File: src/rtl/spce_pkg.sv
package spce_pkg;

    localparam int VAL_W      = 16;
    localparam int PULSE_W    = 12;
    localparam int CHAN_W     = 4;
    localparam int CHAN_OUT_W = 3;
    localparam int DUTY_W     = 13;
    localparam int CMD_W      = 3;
    localparam int IDX_W      = 3;

    localparam int QUEUE_DEPTH = 4;
    localparam int QPTR_W      = $clog2(QUEUE_DEPTH);

    // Register index on the APB port (paddr bit 2).
    localparam logic REG_MIRROR_RIGHT = 1'b0;

    localparam logic [PULSE_W-1:0] PULSE_MIN    = 12'd500;
    localparam logic [PULSE_W-1:0] PULSE_CENTER = 12'd1500;
    localparam logic [PULSE_W-1:0] PULSE_MAX    = 12'd2500;
    localparam int                 FRAME_US     = 20000;

    localparam logic signed [VAL_W-1:0] SPEED_LIMIT = 16'sd100;
    localparam logic signed [VAL_W-1:0] NUDGE_LIMIT = 16'sd400;
    localparam logic signed [VAL_W-1:0] ANGLE_MAX   = 16'sd180;
    localparam int                      SPEED_GAIN  = 5;

    // floor(2000 * c / 180) == (c * ANGLE_RECIP) >> ANGLE_SHIFT for c in 0..180.
    localparam int ANGLE_SHIFT = 16;
    localparam int ANGLE_RECIP =
        ((2500 - 500) * (2 ** ANGLE_SHIFT) + 180 - 1) / 180;
    localparam int ANGLE_PROD_W = 28;

    localparam logic [CHAN_W-1:0] CHAN_LEFT     = 4'd0;
    localparam logic [CHAN_W-1:0] CHAN_RIGHT    = 4'd1;
    localparam logic [CHAN_W-1:0] ARM_CHAN_BASE = 4'd2;

    typedef enum logic [CMD_W-1:0] {
        CMD_DRIVE = 3'd0,
        CMD_MOTOR = 3'd1,
        CMD_ANGLE = 3'd2,
        CMD_PULSE = 3'd3,
        CMD_NUDGE = 3'd4
    } cmd_t;

    typedef enum logic [1:0] {
        OP_PAIR,
        OP_SET,
        OP_NUDGE,
        OP_BAD
    } op_t;

    // One classified request as it waits in the queue.
    // PAIR: pa = left pulse, pb = right pulse. SET: pa = final pulse.
    // NUDGE: pa = signed step to add to the stored pulse.
    typedef struct packed {
        op_t                       op;
        logic [CHAN_W-1:0]         chan;
        logic signed [PULSE_W:0]   pa;
        logic [PULSE_W-1:0]        pb;
    } entry_t;

    typedef struct packed {
        logic [CHAN_W-1:0]  chan;
        logic [PULSE_W-1:0] pulse;
        logic               status;
        logic               last;
    } result_t;

    function automatic logic signed [7:0] clamp_speed(input logic signed [VAL_W-1:0] v);
        logic signed [VAL_W-1:0] c;
        if (v < -SPEED_LIMIT) begin
            c = -SPEED_LIMIT;
        end else if (v > SPEED_LIMIT) begin
            c = SPEED_LIMIT;
        end else begin
            c = v;
        end
        return c[7:0];
    endfunction

    function automatic logic [PULSE_W-1:0] speed_pulse(input logic signed [7:0] s);
        logic signed [PULSE_W:0] t;
        t = 13'(signed'(PULSE_CENTER)) + 13'(s) * 13'(SPEED_GAIN);
        return t[PULSE_W-1:0];
    endfunction

endpackage

File: src/rtl/servo_pulse_command_engine_top.sv
// Servo pulse command engine.
// Requests arrive on the s_ valid/ready channel: a command, an arm index and two
// signed values. Drive and motor requests produce two results (left drive servo,
// then right drive servo with m_last set); arm requests produce one result, or an
// error result with m_status set when the arm index is out of range. Unknown
// commands produce nothing. Each result carries the new pulse width in
// microseconds and the PWM compare word, and the pulse is kept per servo for
// later nudges.
// The front stage classifies and clamps a request combinationally, registers
// it and places it in a four-entry queue; the back end takes one result per
// cycle from the queue head unless the output stalls, so a drive or motor
// request yields two results and an arm request one. A request passes the front
// register, the queue, s1 to s3 and the output register that drives m_valid;
// the duty word is formed by a three-stage multiply pipeline in the back end.
// When m_ready is low, results hold in the output register and the pipeline and
// queue fill before s_ready drops. Reset empties the pipeline, sets every stored
// pulse to 1500 us and sets mirror_right to 1. mirror_right sits at APB address 0
// and may be written only while no request is in flight.
module servo_pulse_command_engine_top #(
    parameter int NUM_SERVOS     = 7,
    parameter int NUM_ARM_SERVOS = 5,
    parameter int DUTY_BITS      = 16
) (
    input  logic                               aclk,
    input  logic                               aresetn,
    input  logic                               s_valid,
    output logic                               s_ready,
    input  logic [spce_pkg::CMD_W-1:0]         s_cmd,
    input  logic [spce_pkg::IDX_W-1:0]         s_joint_sel,
    input  logic signed [spce_pkg::VAL_W-1:0]  s_first_value,
    input  logic signed [spce_pkg::VAL_W-1:0]  s_second_value,
    output logic                               m_valid,
    input  logic                               m_ready,
    output logic [spce_pkg::CHAN_OUT_W-1:0]    m_servo_channel,
    output logic [spce_pkg::PULSE_W-1:0]       m_pulse_width_us,
    output logic [spce_pkg::DUTY_W-1:0]        m_duty,
    output logic                               m_status,
    output logic                               m_last,
    input  logic                               psel,
    input  logic                               penable,
    input  logic                               pwrite,
    input  logic [2:0]                         paddr,
    input  logic [31:0]                        pwdata,
    output logic [31:0]                        prdata,
    output logic                               pready
);

    logic               mirror_reg;
    logic               f_valid;
    logic               f_ready;
    spce_pkg::entry_t   f_entry;
    logic               q_valid;
    logic               q_pop;
    spce_pkg::entry_t   q_entry;

    assign pready = 1'b1;
    assign prdata = (paddr[2] == spce_pkg::REG_MIRROR_RIGHT) ? {31'd0, mirror_reg} : 32'd0;

    always_ff @(posedge aclk) begin
        if (!aresetn) begin
            mirror_reg <= 1'b1;
        end else if (psel && penable && pwrite && pready &&
                     paddr[2] == spce_pkg::REG_MIRROR_RIGHT) begin
            mirror_reg <= pwdata[0];
        end
    end

    spce_front #(
        .NUM_SERVOS     (NUM_SERVOS),
        .NUM_ARM_SERVOS (NUM_ARM_SERVOS)
    ) u_front (
        .aclk           (aclk),
        .aresetn        (aresetn),
        .s_valid        (s_valid),
        .s_ready        (s_ready),
        .s_cmd          (s_cmd),
        .s_joint_sel    (s_joint_sel),
        .s_first_value  (s_first_value),
        .s_second_value (s_second_value),
        .mirror_right   (mirror_reg),
        .out_valid      (f_valid),
        .out_entry      (f_entry),
        .out_ready      (f_ready)
    );

    spce_queue u_queue (
        .aclk      (aclk),
        .aresetn   (aresetn),
        .in_valid  (f_valid),
        .in_ready  (f_ready),
        .in_entry  (f_entry),
        .out_valid (q_valid),
        .out_entry (q_entry),
        .out_pop   (q_pop)
    );

    spce_back #(
        .NUM_SERVOS (NUM_SERVOS),
        .DUTY_BITS  (DUTY_BITS)
    ) u_back (
        .aclk             (aclk),
        .aresetn          (aresetn),
        .q_valid          (q_valid),
        .q_entry          (q_entry),
        .q_pop            (q_pop),
        .m_valid          (m_valid),
        .m_ready          (m_ready),
        .m_servo_channel  (m_servo_channel),
        .m_pulse_width_us (m_pulse_width_us),
        .m_duty           (m_duty),
        .m_status         (m_status),
        .m_last           (m_last)
    );

endmodule

File: src/rtl/spce_front.sv
module spce_front #(
    parameter int NUM_SERVOS     = 7,
    parameter int NUM_ARM_SERVOS = 5
) (
    input  logic                               aclk,
    input  logic                               aresetn,
    input  logic                               s_valid,
    output logic                               s_ready,
    input  logic [spce_pkg::CMD_W-1:0]         s_cmd,
    input  logic [spce_pkg::IDX_W-1:0]         s_joint_sel,
    input  logic signed [spce_pkg::VAL_W-1:0]  s_first_value,
    input  logic signed [spce_pkg::VAL_W-1:0]  s_second_value,
    input  logic                               mirror_right,
    output logic                               out_valid,
    output spce_pkg::entry_t                   out_entry,
    input  logic                               out_ready
);

    logic                     valid_reg;
    spce_pkg::entry_t         entry_reg;
    spce_pkg::entry_t         entry_next;
    logic                     keep_next;

    logic signed [7:0]        x_spd;
    logic signed [7:0]        y_spd;
    logic signed [7:0]        left_spd;
    logic signed [7:0]        right_spd;
    logic signed [8:0]        mix_sum;
    logic signed [8:0]        mix_diff;
    logic                     bad_idx;
    logic [7:0]               angle;
    logic [spce_pkg::ANGLE_PROD_W-1:0] angle_prod;
    logic [spce_pkg::PULSE_W-1:0]      angle_pulse;
    logic [spce_pkg::PULSE_W-1:0]      direct_pulse;
    logic signed [spce_pkg::PULSE_W:0] nudge_amt;

    assign s_ready   = !valid_reg || out_ready;
    assign out_valid = valid_reg;
    assign out_entry = entry_reg;

    always_comb begin
        x_spd    = spce_pkg::clamp_speed(s_first_value);
        y_spd    = spce_pkg::clamp_speed(s_second_value);
        mix_sum  = 9'(y_spd) + 9'(x_spd);
        mix_diff = 9'(y_spd) - 9'(x_spd);

        if (spce_pkg::cmd_t'(s_cmd) == spce_pkg::CMD_DRIVE) begin
            left_spd  = spce_pkg::clamp_speed(16'(mix_sum));
            right_spd = spce_pkg::clamp_speed(16'(mix_diff));
        end else begin
            left_spd  = x_spd;
            right_spd = y_spd;
        end
        if (mirror_right) begin
            right_spd = -right_spd;
        end

        bad_idx = (int'(s_joint_sel) >= NUM_ARM_SERVOS) ||
                  (int'(s_joint_sel) + 2 >= NUM_SERVOS);

        if (s_first_value < 16'sd0) begin
            angle = 8'd0;
        end else if (s_first_value > spce_pkg::ANGLE_MAX) begin
            angle = 8'(spce_pkg::ANGLE_MAX);
        end else begin
            angle = s_first_value[7:0];
        end
        angle_prod  = spce_pkg::ANGLE_PROD_W'(angle) *
                      spce_pkg::ANGLE_PROD_W'(spce_pkg::ANGLE_RECIP);
        angle_pulse = spce_pkg::PULSE_MIN +
                      angle_prod[spce_pkg::ANGLE_SHIFT +: spce_pkg::PULSE_W];

        if (s_first_value < signed'(16'(spce_pkg::PULSE_MIN))) begin
            direct_pulse = spce_pkg::PULSE_MIN;
        end else if (s_first_value > signed'(16'(spce_pkg::PULSE_MAX))) begin
            direct_pulse = spce_pkg::PULSE_MAX;
        end else begin
            direct_pulse = s_first_value[spce_pkg::PULSE_W-1:0];
        end

        if (s_first_value < -spce_pkg::NUDGE_LIMIT) begin
            nudge_amt = 13'(-spce_pkg::NUDGE_LIMIT);
        end else if (s_first_value > spce_pkg::NUDGE_LIMIT) begin
            nudge_amt = 13'(spce_pkg::NUDGE_LIMIT);
        end else begin
            nudge_amt = s_first_value[spce_pkg::PULSE_W:0];
        end

        entry_next.op   = spce_pkg::OP_BAD;
        entry_next.chan = spce_pkg::CHAN_W'(s_joint_sel) + spce_pkg::ARM_CHAN_BASE;
        entry_next.pa   = '0;
        entry_next.pb   = '0;
        keep_next       = 1'b1;

        unique case (spce_pkg::cmd_t'(s_cmd))
            spce_pkg::CMD_DRIVE, spce_pkg::CMD_MOTOR: begin
                entry_next.op   = spce_pkg::OP_PAIR;
                entry_next.chan = spce_pkg::CHAN_LEFT;
                entry_next.pa   = signed'({1'b0, spce_pkg::speed_pulse(left_spd)});
                entry_next.pb   = spce_pkg::speed_pulse(right_spd);
            end
            spce_pkg::CMD_ANGLE: begin
                entry_next.op = spce_pkg::OP_SET;
                entry_next.pa = signed'({1'b0, angle_pulse});
            end
            spce_pkg::CMD_PULSE: begin
                entry_next.op = spce_pkg::OP_SET;
                entry_next.pa = signed'({1'b0, direct_pulse});
            end
            spce_pkg::CMD_NUDGE: begin
                entry_next.op = spce_pkg::OP_NUDGE;
                entry_next.pa = nudge_amt;
            end
            default: begin
                keep_next = 1'b0;
            end
        endcase

        // Arm requests with an index past the arm servos report an error only.
        if (entry_next.op != spce_pkg::OP_PAIR && bad_idx) begin
            entry_next.op   = spce_pkg::OP_BAD;
            entry_next.chan = '0;
            entry_next.pa   = '0;
        end
    end

    always_ff @(posedge aclk) begin
        if (!aresetn) begin
            valid_reg <= 1'b0;
        end else if (s_ready) begin
            valid_reg <= s_valid && keep_next;
        end
        if (s_ready && s_valid) begin
            entry_reg <= entry_next;
        end
    end

endmodule

File: src/rtl/spce_queue.sv
module spce_queue (
    input  logic              aclk,
    input  logic              aresetn,
    input  logic              in_valid,
    output logic              in_ready,
    input  spce_pkg::entry_t  in_entry,
    output logic              out_valid,
    output spce_pkg::entry_t  out_entry,
    input  logic              out_pop
);

    spce_pkg::entry_t               mem_reg [spce_pkg::QUEUE_DEPTH];
    logic [spce_pkg::QPTR_W-1:0]    wptr_reg;
    logic [spce_pkg::QPTR_W-1:0]    rptr_reg;
    logic [spce_pkg::QPTR_W:0]      count_reg;
    logic                           push;
    logic                           pop;

    assign in_ready  = count_reg != (spce_pkg::QPTR_W + 1)'(spce_pkg::QUEUE_DEPTH);
    assign out_valid = count_reg != '0;
    assign out_entry = mem_reg[rptr_reg];
    assign push      = in_valid && in_ready;
    assign pop       = out_pop && out_valid;

    always_ff @(posedge aclk) begin
        if (!aresetn) begin
            wptr_reg  <= '0;
            rptr_reg  <= '0;
            count_reg <= '0;
        end else begin
            if (push) begin
                wptr_reg <= wptr_reg + 1'b1;
            end
            if (pop) begin
                rptr_reg <= rptr_reg + 1'b1;
            end
            if (push && !pop) begin
                count_reg <= count_reg + 1'b1;
            end else if (pop && !push) begin
                count_reg <= count_reg - 1'b1;
            end
        end
        if (push) begin
            mem_reg[wptr_reg] <= in_entry;
        end
    end

endmodule

File: src/rtl/spce_back.sv
module spce_back #(
    parameter int NUM_SERVOS = 7,
    parameter int DUTY_BITS  = 16
) (
    input  logic                                aclk,
    input  logic                                aresetn,
    input  logic                                q_valid,
    input  spce_pkg::entry_t                    q_entry,
    output logic                                q_pop,
    output logic                                m_valid,
    input  logic                                m_ready,
    output logic [spce_pkg::CHAN_OUT_W-1:0]     m_servo_channel,
    output logic [spce_pkg::PULSE_W-1:0]        m_pulse_width_us,
    output logic [spce_pkg::DUTY_W-1:0]         m_duty,
    output logic                                m_status,
    output logic                                m_last
);

    localparam int SIDX_W = $clog2(NUM_SERVOS);
    localparam int PROD_W = spce_pkg::PULSE_W + DUTY_BITS;
    localparam int Q_W    = PROD_W - 14;
    localparam logic [DUTY_BITS-1:0] DUTY_SCALE = '1;
    localparam logic [63:0] RECIP_FULL = (64'd1 << PROD_W) / 64'd20000;
    localparam logic [Q_W-1:0] RECIP = RECIP_FULL[Q_W-1:0];

    logic [spce_pkg::PULSE_W-1:0] store_reg [NUM_SERVOS];
    logic                         phase_reg;

    logic                         s1_valid_reg;
    spce_pkg::result_t            s1_reg;
    logic                         s2_valid_reg;
    spce_pkg::result_t            s2_reg;
    logic [PROD_W-1:0]            s2_prod_reg;
    logic                         s3_valid_reg;
    spce_pkg::result_t            s3_reg;
    logic [PROD_W-1:0]            s3_prod_reg;
    logic [Q_W-1:0]               s3_qest_reg;
    logic                         out_valid_reg;
    spce_pkg::result_t            out_reg;
    logic [spce_pkg::DUTY_W-1:0]  out_duty_reg;

    logic                         out_rdy;
    logic                         s3_rdy;
    logic                         s2_rdy;
    logic                         s1_rdy;
    logic                         s0_fire;
    spce_pkg::result_t            s0_res;
    logic [spce_pkg::PULSE_W-1:0] store_rd;
    logic signed [spce_pkg::PULSE_W+1:0] nudge_sum;
    logic [PROD_W+Q_W-1:0]        recip_prod;
    logic [PROD_W-1:0]            rem;
    logic [Q_W-1:0]               quot;
    logic [Q_W+spce_pkg::DUTY_W-1:0] quot_ext;

    assign out_rdy = !out_valid_reg || m_ready;
    assign s3_rdy  = !s3_valid_reg || out_rdy;
    assign s2_rdy  = !s2_valid_reg || s3_rdy;
    assign s1_rdy  = !s1_valid_reg || s2_rdy;
    assign s0_fire = q_valid && s1_rdy;
    assign q_pop   = s0_fire && (q_entry.op != spce_pkg::OP_PAIR || phase_reg);

    assign store_rd  = store_reg[q_entry.chan[SIDX_W-1:0]];
    assign nudge_sum = 14'(signed'({1'b0, store_rd})) + 14'(q_entry.pa);

    always_comb begin
        s0_res.chan   = q_entry.chan;
        s0_res.pulse  = q_entry.pa[spce_pkg::PULSE_W-1:0];
        s0_res.status = 1'b0;
        s0_res.last   = 1'b1;
        unique case (q_entry.op)
            spce_pkg::OP_PAIR: begin
                s0_res.chan  = phase_reg ? spce_pkg::CHAN_RIGHT : spce_pkg::CHAN_LEFT;
                s0_res.pulse = phase_reg ? q_entry.pb : q_entry.pa[spce_pkg::PULSE_W-1:0];
                s0_res.last  = phase_reg;
            end
            spce_pkg::OP_SET: begin
            end
            spce_pkg::OP_NUDGE: begin
                if (nudge_sum < 14'(spce_pkg::PULSE_MIN)) begin
                    s0_res.pulse = spce_pkg::PULSE_MIN;
                end else if (nudge_sum > 14'(spce_pkg::PULSE_MAX)) begin
                    s0_res.pulse = spce_pkg::PULSE_MAX;
                end else begin
                    s0_res.pulse = nudge_sum[spce_pkg::PULSE_W-1:0];
                end
            end
            spce_pkg::OP_BAD: begin
                s0_res.chan   = '0;
                s0_res.pulse  = '0;
                s0_res.status = 1'b1;
            end
            default: begin
            end
        endcase
    end

    // The estimate from the reciprocal is low by at most one; one compare fixes it.
    always_comb begin
        recip_prod = (PROD_W + Q_W)'(s2_prod_reg) * (PROD_W + Q_W)'(RECIP);
        rem        = s3_prod_reg - PROD_W'(s3_qest_reg) * PROD_W'(spce_pkg::FRAME_US);
        quot       = s3_qest_reg + Q_W'(rem >= PROD_W'(spce_pkg::FRAME_US));
        quot_ext   = (Q_W + spce_pkg::DUTY_W)'(quot);
    end

    always_ff @(posedge aclk) begin
        if (!aresetn) begin
            for (int i = 0; i < NUM_SERVOS; i++) begin
                store_reg[i] <= spce_pkg::PULSE_CENTER;
            end
            phase_reg     <= 1'b0;
            s1_valid_reg  <= 1'b0;
            s2_valid_reg  <= 1'b0;
            s3_valid_reg  <= 1'b0;
            out_valid_reg <= 1'b0;
        end else begin
            if (s0_fire && q_entry.op != spce_pkg::OP_BAD) begin
                store_reg[s0_res.chan[SIDX_W-1:0]] <= s0_res.pulse;
            end
            if (s0_fire && q_entry.op == spce_pkg::OP_PAIR) begin
                phase_reg <= !phase_reg;
            end
            if (s1_rdy) begin
                s1_valid_reg <= s0_fire;
            end
            if (s2_rdy) begin
                s2_valid_reg <= s1_valid_reg;
            end
            if (s3_rdy) begin
                s3_valid_reg <= s2_valid_reg;
            end
            if (out_rdy) begin
                out_valid_reg <= s3_valid_reg;
            end
        end
        if (s1_rdy) begin
            s1_reg <= s0_res;
        end
        if (s2_rdy) begin
            s2_reg      <= s1_reg;
            s2_prod_reg <= PROD_W'(s1_reg.pulse) * PROD_W'(DUTY_SCALE);
        end
        if (s3_rdy) begin
            s3_reg      <= s2_reg;
            s3_prod_reg <= s2_prod_reg;
            s3_qest_reg <= recip_prod[PROD_W +: Q_W];
        end
        if (out_rdy) begin
            out_reg      <= s3_reg;
            out_duty_reg <= quot_ext[spce_pkg::DUTY_W-1:0];
        end
    end

    assign m_valid          = out_valid_reg;
    assign m_servo_channel  = out_reg.chan[spce_pkg::CHAN_OUT_W-1:0];
    assign m_pulse_width_us = out_reg.pulse;
    assign m_duty           = out_duty_reg;
    assign m_status         = out_reg.status;
    assign m_last           = out_reg.last;

    a_phase_on_pair: assert property (@(posedge aclk) disable iff (!aresetn)
        phase_reg |-> (q_valid && q_entry.op == spce_pkg::OP_PAIR))
        else $error("second half of a pair pending without a pair at the queue head");

    a_bad_is_empty: assert property (@(posedge aclk) disable iff (!aresetn)
        (out_valid_reg && out_reg.status) |->
            (out_reg.last && out_reg.pulse == '0 && out_duty_reg == '0))
        else $error("error result carries a pulse or duty");

    a_pulse_range: assert property (@(posedge aclk) disable iff (!aresetn)
        (out_valid_reg && !out_reg.status) |->
            (out_reg.pulse >= spce_pkg::PULSE_MIN && out_reg.pulse <= spce_pkg::PULSE_MAX))
        else $error("written pulse outside 500..2500");

    a_first_is_left: assert property (@(posedge aclk) disable iff (!aresetn)
        (out_valid_reg && !out_reg.last) |->
            (out_reg.chan == spce_pkg::CHAN_LEFT && !out_reg.status))
        else $error("non-final result is not the left drive servo");

endmodule
File: config.mk
export PLATFORM = sky130hd
export DESIGN_NAME = servo_pulse_command_engine_top
export DESIGN_NICKNAME = d
export VERILOG_FILES = /design/src/rtl/spce_pkg.sv /design/src/rtl/servo_pulse_command_engine_top.sv /design/src/rtl/spce_front.sv /design/src/rtl/spce_queue.sv /design/src/rtl/spce_back.sv
export SDC_FILE = /design/constraint.sdc
export NUM_CORES = 2
export LEC_CHECK = 0
export ABC_AREA = 1
export BUFFER_PORTS_ARGS = -buffer_cell sky130_fd_sc_hd__buf_2
export CAP_MARGIN = 0
export CORE_MARGIN = 1.5
export CORE_UTILIZATION = 68
export CTS_CLUSTER_SIZE = 40
export DETAILED_ROUTE_END_ITERATION = 16
export HOLD_SLACK_MARGIN = 0.08
export PLACE_DENSITY = 0.95
export REMOVE_ABC_BUFFERS = 1
export SETUP_SLACK_MARGIN = 0.4
export SLEW_MARGIN = 20
export SYNTH_ARGS = -nofsm -noshare
export SYNTH_HDL_FRONTEND = slang
export SYNTH_SLANG_ARGS = --single-unit
export TNS_END_PERCENT = 20
File: constraint.sdc
create_clock -name aclk -period 15.5 [get_ports aclk]
set_input_delay 2.325 -clock aclk [delete_from_list [all_inputs] [get_ports aclk]]
set_output_delay 2.325 -clock aclk [all_outputs]
set_load 0.1 [all_outputs]
After elaboration in Yosys (flattened, before gate mapping)
Memories as Yosys holds them, arrays and structs flattened. A register that Yosys moved wholly into a read port is not among the register bits.
Index checks and enable logic that the tools add are counted.
{"block": "op_classes", "n_mux": 41, "addsub": 15, "div_mod_pow": 0, "mul": 6, "shift": 0, "bitwise_logic": 1, "reduce_logical": 40, "n_eq_ne": 8, "magnitude_cmp": 19}
{"operator": "$mux 8", "count": 13}
{"operator": "$mux 12", "count": 6}
{"operator": "$pmux 13 s4", "count": 1}
{"operator": "$mul 28x14->42 const B", "count": 1}
{"operator": "$pmux 12 s3", "count": 1}
{"operator": "$ge 32x4->1 const B", "count": 1}
{"operator": "$gt 16x8->1 const B", "count": 2}
{"operator": "$lt 16x10->1 const B", "count": 2}
{"operator": "$lt 16x8->1 const B", "count": 2}
{"operator": "$ge 28x15->1 const B", "count": 1}
{"operator": "$mul 12x16->28 const B", "count": 1}
{"operator": "$sub 28x28->28", "count": 1}
{"operator": "$mul 8x19->27 const B", "count": 1}
{"operator": "$mux 13", "count": 2}
{"operator": "$add 12x12->12 const A", "count": 2}
{"operator": "$mul 8x4->12 const B", "count": 2}
{"operator": "$mul 14x10->23 const B", "count": 1}
{"operator": "$gt 9x8->1 const B", "count": 2}
{"operator": "$lt 9x8->1 const B", "count": 2}
{"operator": "$gt 16x10->1 const B", "count": 1}
{"operator": "$gt 16x13->1 const B", "count": 1}
{"operator": "$gt 16x9->1 const B", "count": 1}
{"operator": "$lt 16x1->1 const B", "count": 1}
{"operator": "$add 13x13->14", "count": 1}
{"operator": "35 further kinds", "count": 81}
{"block": "word_totals", "ff_bits": 196, "latch_bits": 0, "rom_bits": 0, "mem_bits_rw": 208, "memories": 2}
{"memory": "u_queue.mem_reg", "words": 4, "width": 31, "read_ports": 1, "rd_clocked_by_memory_dff": 1, "wr": 1, "line_no": "spce_queue.sv:12", "rtl": "spce_pkg::entry_t mem_reg [spce_pkg::QUEUE_DEPTH];"}
{"memory": "u_back.store_reg", "words": 7, "width": 12, "read_ports": 1, "rd_clocked_by_memory_dff": 0, "wr": 7, "line_no": "spce_back.sv:26", "rtl": "logic [spce_pkg::PULSE_W-1:0] store_reg [NUM_SERVOS];"}

Longest topological paths before layout
{"block": "depth", "ltp_word": 12, "depth_mapped": 47, "mapped_depth_nobuf": 47}

Cells and area by module
A second synthesis with hierarchy kept.
{"block": "hier_totals", "cells_unflattened": 3863, "hier_area_um2": 36099.6}
{"mod": "spce_back", "cells_per_inst": 2374, "n_inst": 1, "area_per_inst_um2": 23221.0, "seq_area_each_um2": 7216.9}
{"mod": "spce_front", "cells_per_inst": 1076, "n_inst": 1, "area_per_inst_um2": 7409.6, "seq_area_each_um2": 950.9}
{"mod": "spce_queue", "cells_per_inst": 368, "n_inst": 1, "area_per_inst_um2": 5158.7, "seq_area_each_um2": 3903.7}
{"mod": "servo_pulse_command_engine_top", "cells_per_inst": 45, "n_inst": 1, "area_per_inst_um2": 310.3, "seq_area_each_um2": 20.0}

Worst setup path after synthesis
Ideal clock, no wire load.
{"block": "synth_path", "kind": "input to register", "startpoint": "in s_first_value[15] (netlist bit)", "endpoint": "reg u_front.entry_reg (netlist bit u_front.out_entry[11]), data pin", "t_arrival_ps": 7953, "n_path_buf": 0, "path_stages": 39, "setup_ps": 270, "t_required_ps": 15230, "setup_slack_ps": 7276, "path_cell_list": "inv_2 > nor4_1 > inv_1 > nor4_1 > a21oi_1 > inv_1 > nand2_1 > nor2_1 > inv_1 > ha_1 > nand2_1 > o21ai_2 > a21oi_1 > o21bai_1 > xor2_1 > inv_1 > nand3b_1 > a21oi_1 > [... 3 more ...] > inv_2 > ha_1 > or2_2 > o21ai_0 > inv_1 > ha_1 > fa_1 > fa_1 > a21oi_1 > nor2_1 > nor2_1 > nor2_1 > nor2_1 > nor2_1 > nor2_1 > nor2_1 > o21ai_0 > a21oi_1"}
{"block": "synth_between", "elab_chain_len": 12, "word_cells_on_any_way": 14, "classes_between": "add/sub: 3; mul: 1; order compare: 4; mux: 6"}
{"item": "from (decl)", "line_no": "servo_pulse_command_engine_top.sv:30", "rtl": "input logic signed [spce_pkg::VAL_W-1:0] s_first_value,"}
{"item": "$gt 16x8->1", "line_no": "spce_pkg.sv:73", "rtl": "end else if (v > SPEED_LIMIT) begin"}
{"item": "$mux 8", "line_no": "spce_pkg.sv:73"}
{"item": "$mux 8 (*)", "line_no": "spce_pkg.sv:71", "rtl": "if (v < -SPEED_LIMIT) begin"}
{"item": "$sub 8x8->9 (*)", "line_no": "spce_front.sv:45", "rtl": "mix_diff = 9'(y_spd) - 9'(x_spd);"}
{"item": "$gt 9x8->1", "line_no": "spce_pkg.sv:73"}
{"item": "$mux 8", "line_no": "spce_pkg.sv:73"}
{"item": "$mux 8 (*)", "line_no": "spce_pkg.sv:71"}
{"item": "$mux 8 (*)", "line_no": "spce_front.sv:47", "rtl": "if (spce_pkg::cmd_t'(s_cmd) == spce_pkg::CMD_DRIVE) begin"}
{"item": "$neg 8->8", "line_no": "spce_front.sv:55", "rtl": "right_spd = -right_spd;"}
{"item": "$mux 8 (*)", "line_no": "spce_front.sv:54", "rtl": "if (mirror_right) begin"}
{"item": "via u_front.right_spd[0]", "line_no": "spce_front.sv:27", "rtl": "logic signed [7:0] right_spd;"}
{"item": "$mul 8x4->12 (*)", "line_no": "spce_pkg.sv:83", "rtl": "t = 13'(signed'(PULSE_CENTER)) + 13'(s) * 13'(SPEED_GAIN);"}
{"item": "$add 12x12->12 (*)", "line_no": "spce_pkg.sv:83"}
{"item": "to (signal assigned)", "line_no": "spce_front.sv:134", "rtl": "entry_reg <= entry_next;"}
{"item": "to (decl)", "line_no": "spce_front.sv:20", "rtl": "spce_pkg::entry_t entry_reg;"}
Mark *: on every way through the listed nets, which the timed path passes. The rest lies on a longest branch.
A chain may end at the register's enable or synchronous reset.

Final worst setup path
{"block": "layout_path", "startpoint": "in s_first_value[15] (netlist bit)", "endpoint": "reg u_front.entry_reg (netlist bit u_front.out_entry[10]), data pin"}
Same word-level chain as after synthesis.

==> qor.yml <==
m1WireLength_mm: 29.9
global_placer_s_final_weighted_congestion: 0.953
synth_seq_area_share_pct: 34.3
antenna_found_initial: 2
crit_path_start_kind: "input pin"
max_capacitance_violation_count: 0
cts_hold_buf: 0
core_area_sq_mm: 0.0504
area_growth_syn_to_layout_pct: 6.97
synthesis.instances: 3678
drive_gt1_share_pct: 7.65
outcome: "complete, but fails checks"
detail_route.wirelength_mm: 86.4
synth_warnings: 0
die_y_um: 229
synth_fa_ha_area_share_pct: 31.0
routed_via_density: 6.04
timing.final.hold_violations: 0
timing.critical_path.slowest_cell_delay_ps: 510
critPathKind: "in -> reg"
final-setup-viol-count: 0
postCtsSetupBuffers: 0
worst-path-max-fanout: 13
rsz0062_at_grt: "false"
synth_largest_area_cell: "sky130_fd_sc_hd__edfxtp_1"
cp_common_cell: "sky130_fd_sc_hd__inv_1"
grt_overflow: 0
count_of_flip_flops_with_a_built_in_enable_after_synthesis: 379
die_width_um: 229
fin_crit_sh_pct: 59.6
final_nets: 4541
totalNegativeSetupSlack_ps: 0
timing.final.ws_setup_ps: 6270
synth_compound_area_share_pct: 8.37
dieArea_sq_mm: 0.0526
met3RoutedLength_mm: 7.41
io_pins: 145
failed_checks: "DRC"
main_combinational_cell_family_by_area_after_synthesis: "adder cells"
tritoncts: "done"
worst_slew_pin_slew_ps: 1070
hp-class: "reg -> reg"
number_of_port_buffers: 79
synth.distinct_cells: 68
max_clock_freq_ghz: 0.108
synth.avg_cell_area_sq_um: 9.47
post_synth_instance_area_sq_mm: 0.0348
synth-async-reset-ratio_pct: 0
drt-pass1-iter-count: 13
insertion_delay_ps: 570
grt_pass1_vias: 28018
placement.setup.worst_slack_ps: 5820
grt_max_degree: 62
layout.cells.most_common_list: "sky130_fd_sc_hd__inv_1, sky130_fd_sc_hd__nand2_1, sky130_fd_sc_hd__ha_1, sky130_fd_sc_hd__edfxtp_1, sky130_fd_sc_hd__fa_1"
timing.max_slew.rel_slack_pct: 28.5
crit_path_end_kind: "register"
synth_top_area_share_pct: 32.7
hpwl_mm: 63.6
vias: 26959
detail_route.iter0.violations: 2585
synth-main-ff-cell: "sky130_fd_sc_hd__edfxtp_1"
worst_path_max_delay_cell: "sky130_fd_sc_hd__fa_1"
dr_wl_met2_mm: 43.1
clock_sinks: 407
final_util_pct: 73.9
cts_root_buf: "sky130_fd_sc_hd__clkbuf_16"
route.top_layer_used: "met5"
synthXorXnorAreaFrac_pct: 2.98
final_antenna_net_count: 0
arrival_ps: 9540
cts_repair_resize_count: 0
first_pass_grt_wire_length_mm: 139
post_synth_mux_area_share_pct: 0
ys_ff_latch: 407
effective_utilization_at_floorplan_pct: 69.1
synth_simple_gate_area_share_pct: 14.2
fin_skew_ps: 22.2
fin_area_sq_mm: 0.0372
synth_top_cells_by_area: "sky130_fd_sc_hd__edfxtp_1, sky130_fd_sc_hd__ha_1, sky130_fd_sc_hd__fa_1"
grt_use_total_pct: 33.1
avgRoutedWirePerCell_um: 19.3
dpl-instance-area_sq_mm: 0.0358
clk_transition_reported_paths_ps: 60
cts.htree.levels: 2
required_time_worst_endpoint_ps: 15810
maxSlewViolCount: 0
mostFrequentLayoutCell: "sky130_fd_sc_hd__inv_1"
finalWorstPathRequiredPeriod_ps: 9230
largest_register_ffs: 120
cts_made_buffers: 41
placement_rows: 82
cts_max_path_buffers: 3
drt_drc_violations_left: 1
-- per-stage QoR --
stage	hold slack, ps	cells
finish	412	4465
global route	417	4463
CTS	415	4463
detailed placement	405	4387
global placement	400	4387
floorplan	400	3623
-- synth_stat cells (11+ instances only) --
| master | instances |
|---|---|
| sky130_fd_sc_hd__inv_1 | 697 |
| sky130_fd_sc_hd__nand2_1 | 584 |
| sky130_fd_sc_hd__ha_1 | 437 |
| sky130_fd_sc_hd__edfxtp_1 | 379 |
| sky130_fd_sc_hd__fa_1 | 266 |
| sky130_fd_sc_hd__nor2_1 | 232 |
| sky130_fd_sc_hd__a21oi_1 | 210 |
| sky130_fd_sc_hd__nand3_1 | 179 |
| sky130_fd_sc_hd__o21ai_0 | 113 |
| sky130_fd_sc_hd__xor2_1 | 83 |
| sky130_fd_sc_hd__clkbuf_1 | 38 |
| sky130_fd_sc_hd__nor3_1 | 33 |
| sky130_fd_sc_hd__buf_4 | 32 |
| sky130_fd_sc_hd__xnor2_1 | 30 |
| sky130_fd_sc_hd__dfxtp_1 | 28 |
| sky130_fd_sc_hd__inv_2 | 25 |
| sky130_fd_sc_hd__nand2_2 | 24 |
| sky130_fd_sc_hd__nand4_1 | 24 |
| sky130_fd_sc_hd__o22ai_1 | 22 |
| sky130_fd_sc_hd__nor2_2 | 20 |
| sky130_fd_sc_hd__o21ai_1 | 18 |
| sky130_fd_sc_hd__o21bai_1 | 16 |
| sky130_fd_sc_hd__a31oi_1 | 14 |
| sky130_fd_sc_hd__nor4_1 | 12 |
| sky130_fd_sc_hd__a211oi_1 | 11 |
-- area by class of cell --
class | count | area (sq um)
Timing Repair Buffer | 92 | 493
Inverter | 724 | 2720
Sequential cell | 407 | 11900
Multi-Input combinational cell | 2492 | 19800
Antenna cell | 2 | 5.00
Clock inverter | 30 | 344
Fill cell | 3108 | 13100
Tap cell | 672 | 841
Clock buffer | 46 | 1070
-- path summary, 6_finish.rpt --
check,end,cells past startpoint,slack [ps],start
worst max-delay path,u_front.out_entry[10]$_SDFFCE_PP0P_,44,6270,s_first_value[15]
worst min-delay path,u_back.s3_reg[8]$_DFFE_PP_,0,410,u_back.s2_reg[8]$_DFFE_PP_
worst max register to register,u_back.m_duty[10]$_DFFE_PP_,38,7130,u_back.s3_qest_reg[6]$_DFFE_PP_
worst min register to register,u_back.s3_reg[8]$_DFFE_PP_,0,410,u_back.s2_reg[8]$_DFFE_PP_
-- critical path: cells and delay by family --
| kind | cells | cell delay (ps) |
|---|---|---|
| compound gates | 12 | 1810 |
| xor+xnor | 1 | 230 |
| fa+ha+maj | 5 | 1820 |
| buf+inv | 12 | 1410 |
| simple gates | 14 | 1960 |
-- cell families after synthesis --
family | after synthesis
xor gates and xnor gates | 116
adders and majority gates | 703
other | 2
and+or+nand+nor | 1144
DFF | 407
AOI/OAI and AO/OA | 497
buffers and inverters | 809
-- per-layer routing --
layer / GRT usage [%] / vias to the layer above
met1: 37.5 / 12658
li1: - / 12195
met5: 0 / -
met3: 5.79 / 464
met4: 21.3 / 2
met2: 58.0 / 1640
Power is not shown: default switching activity piles up to over one toggle a cycle in this logic, so the estimate is an artifact.
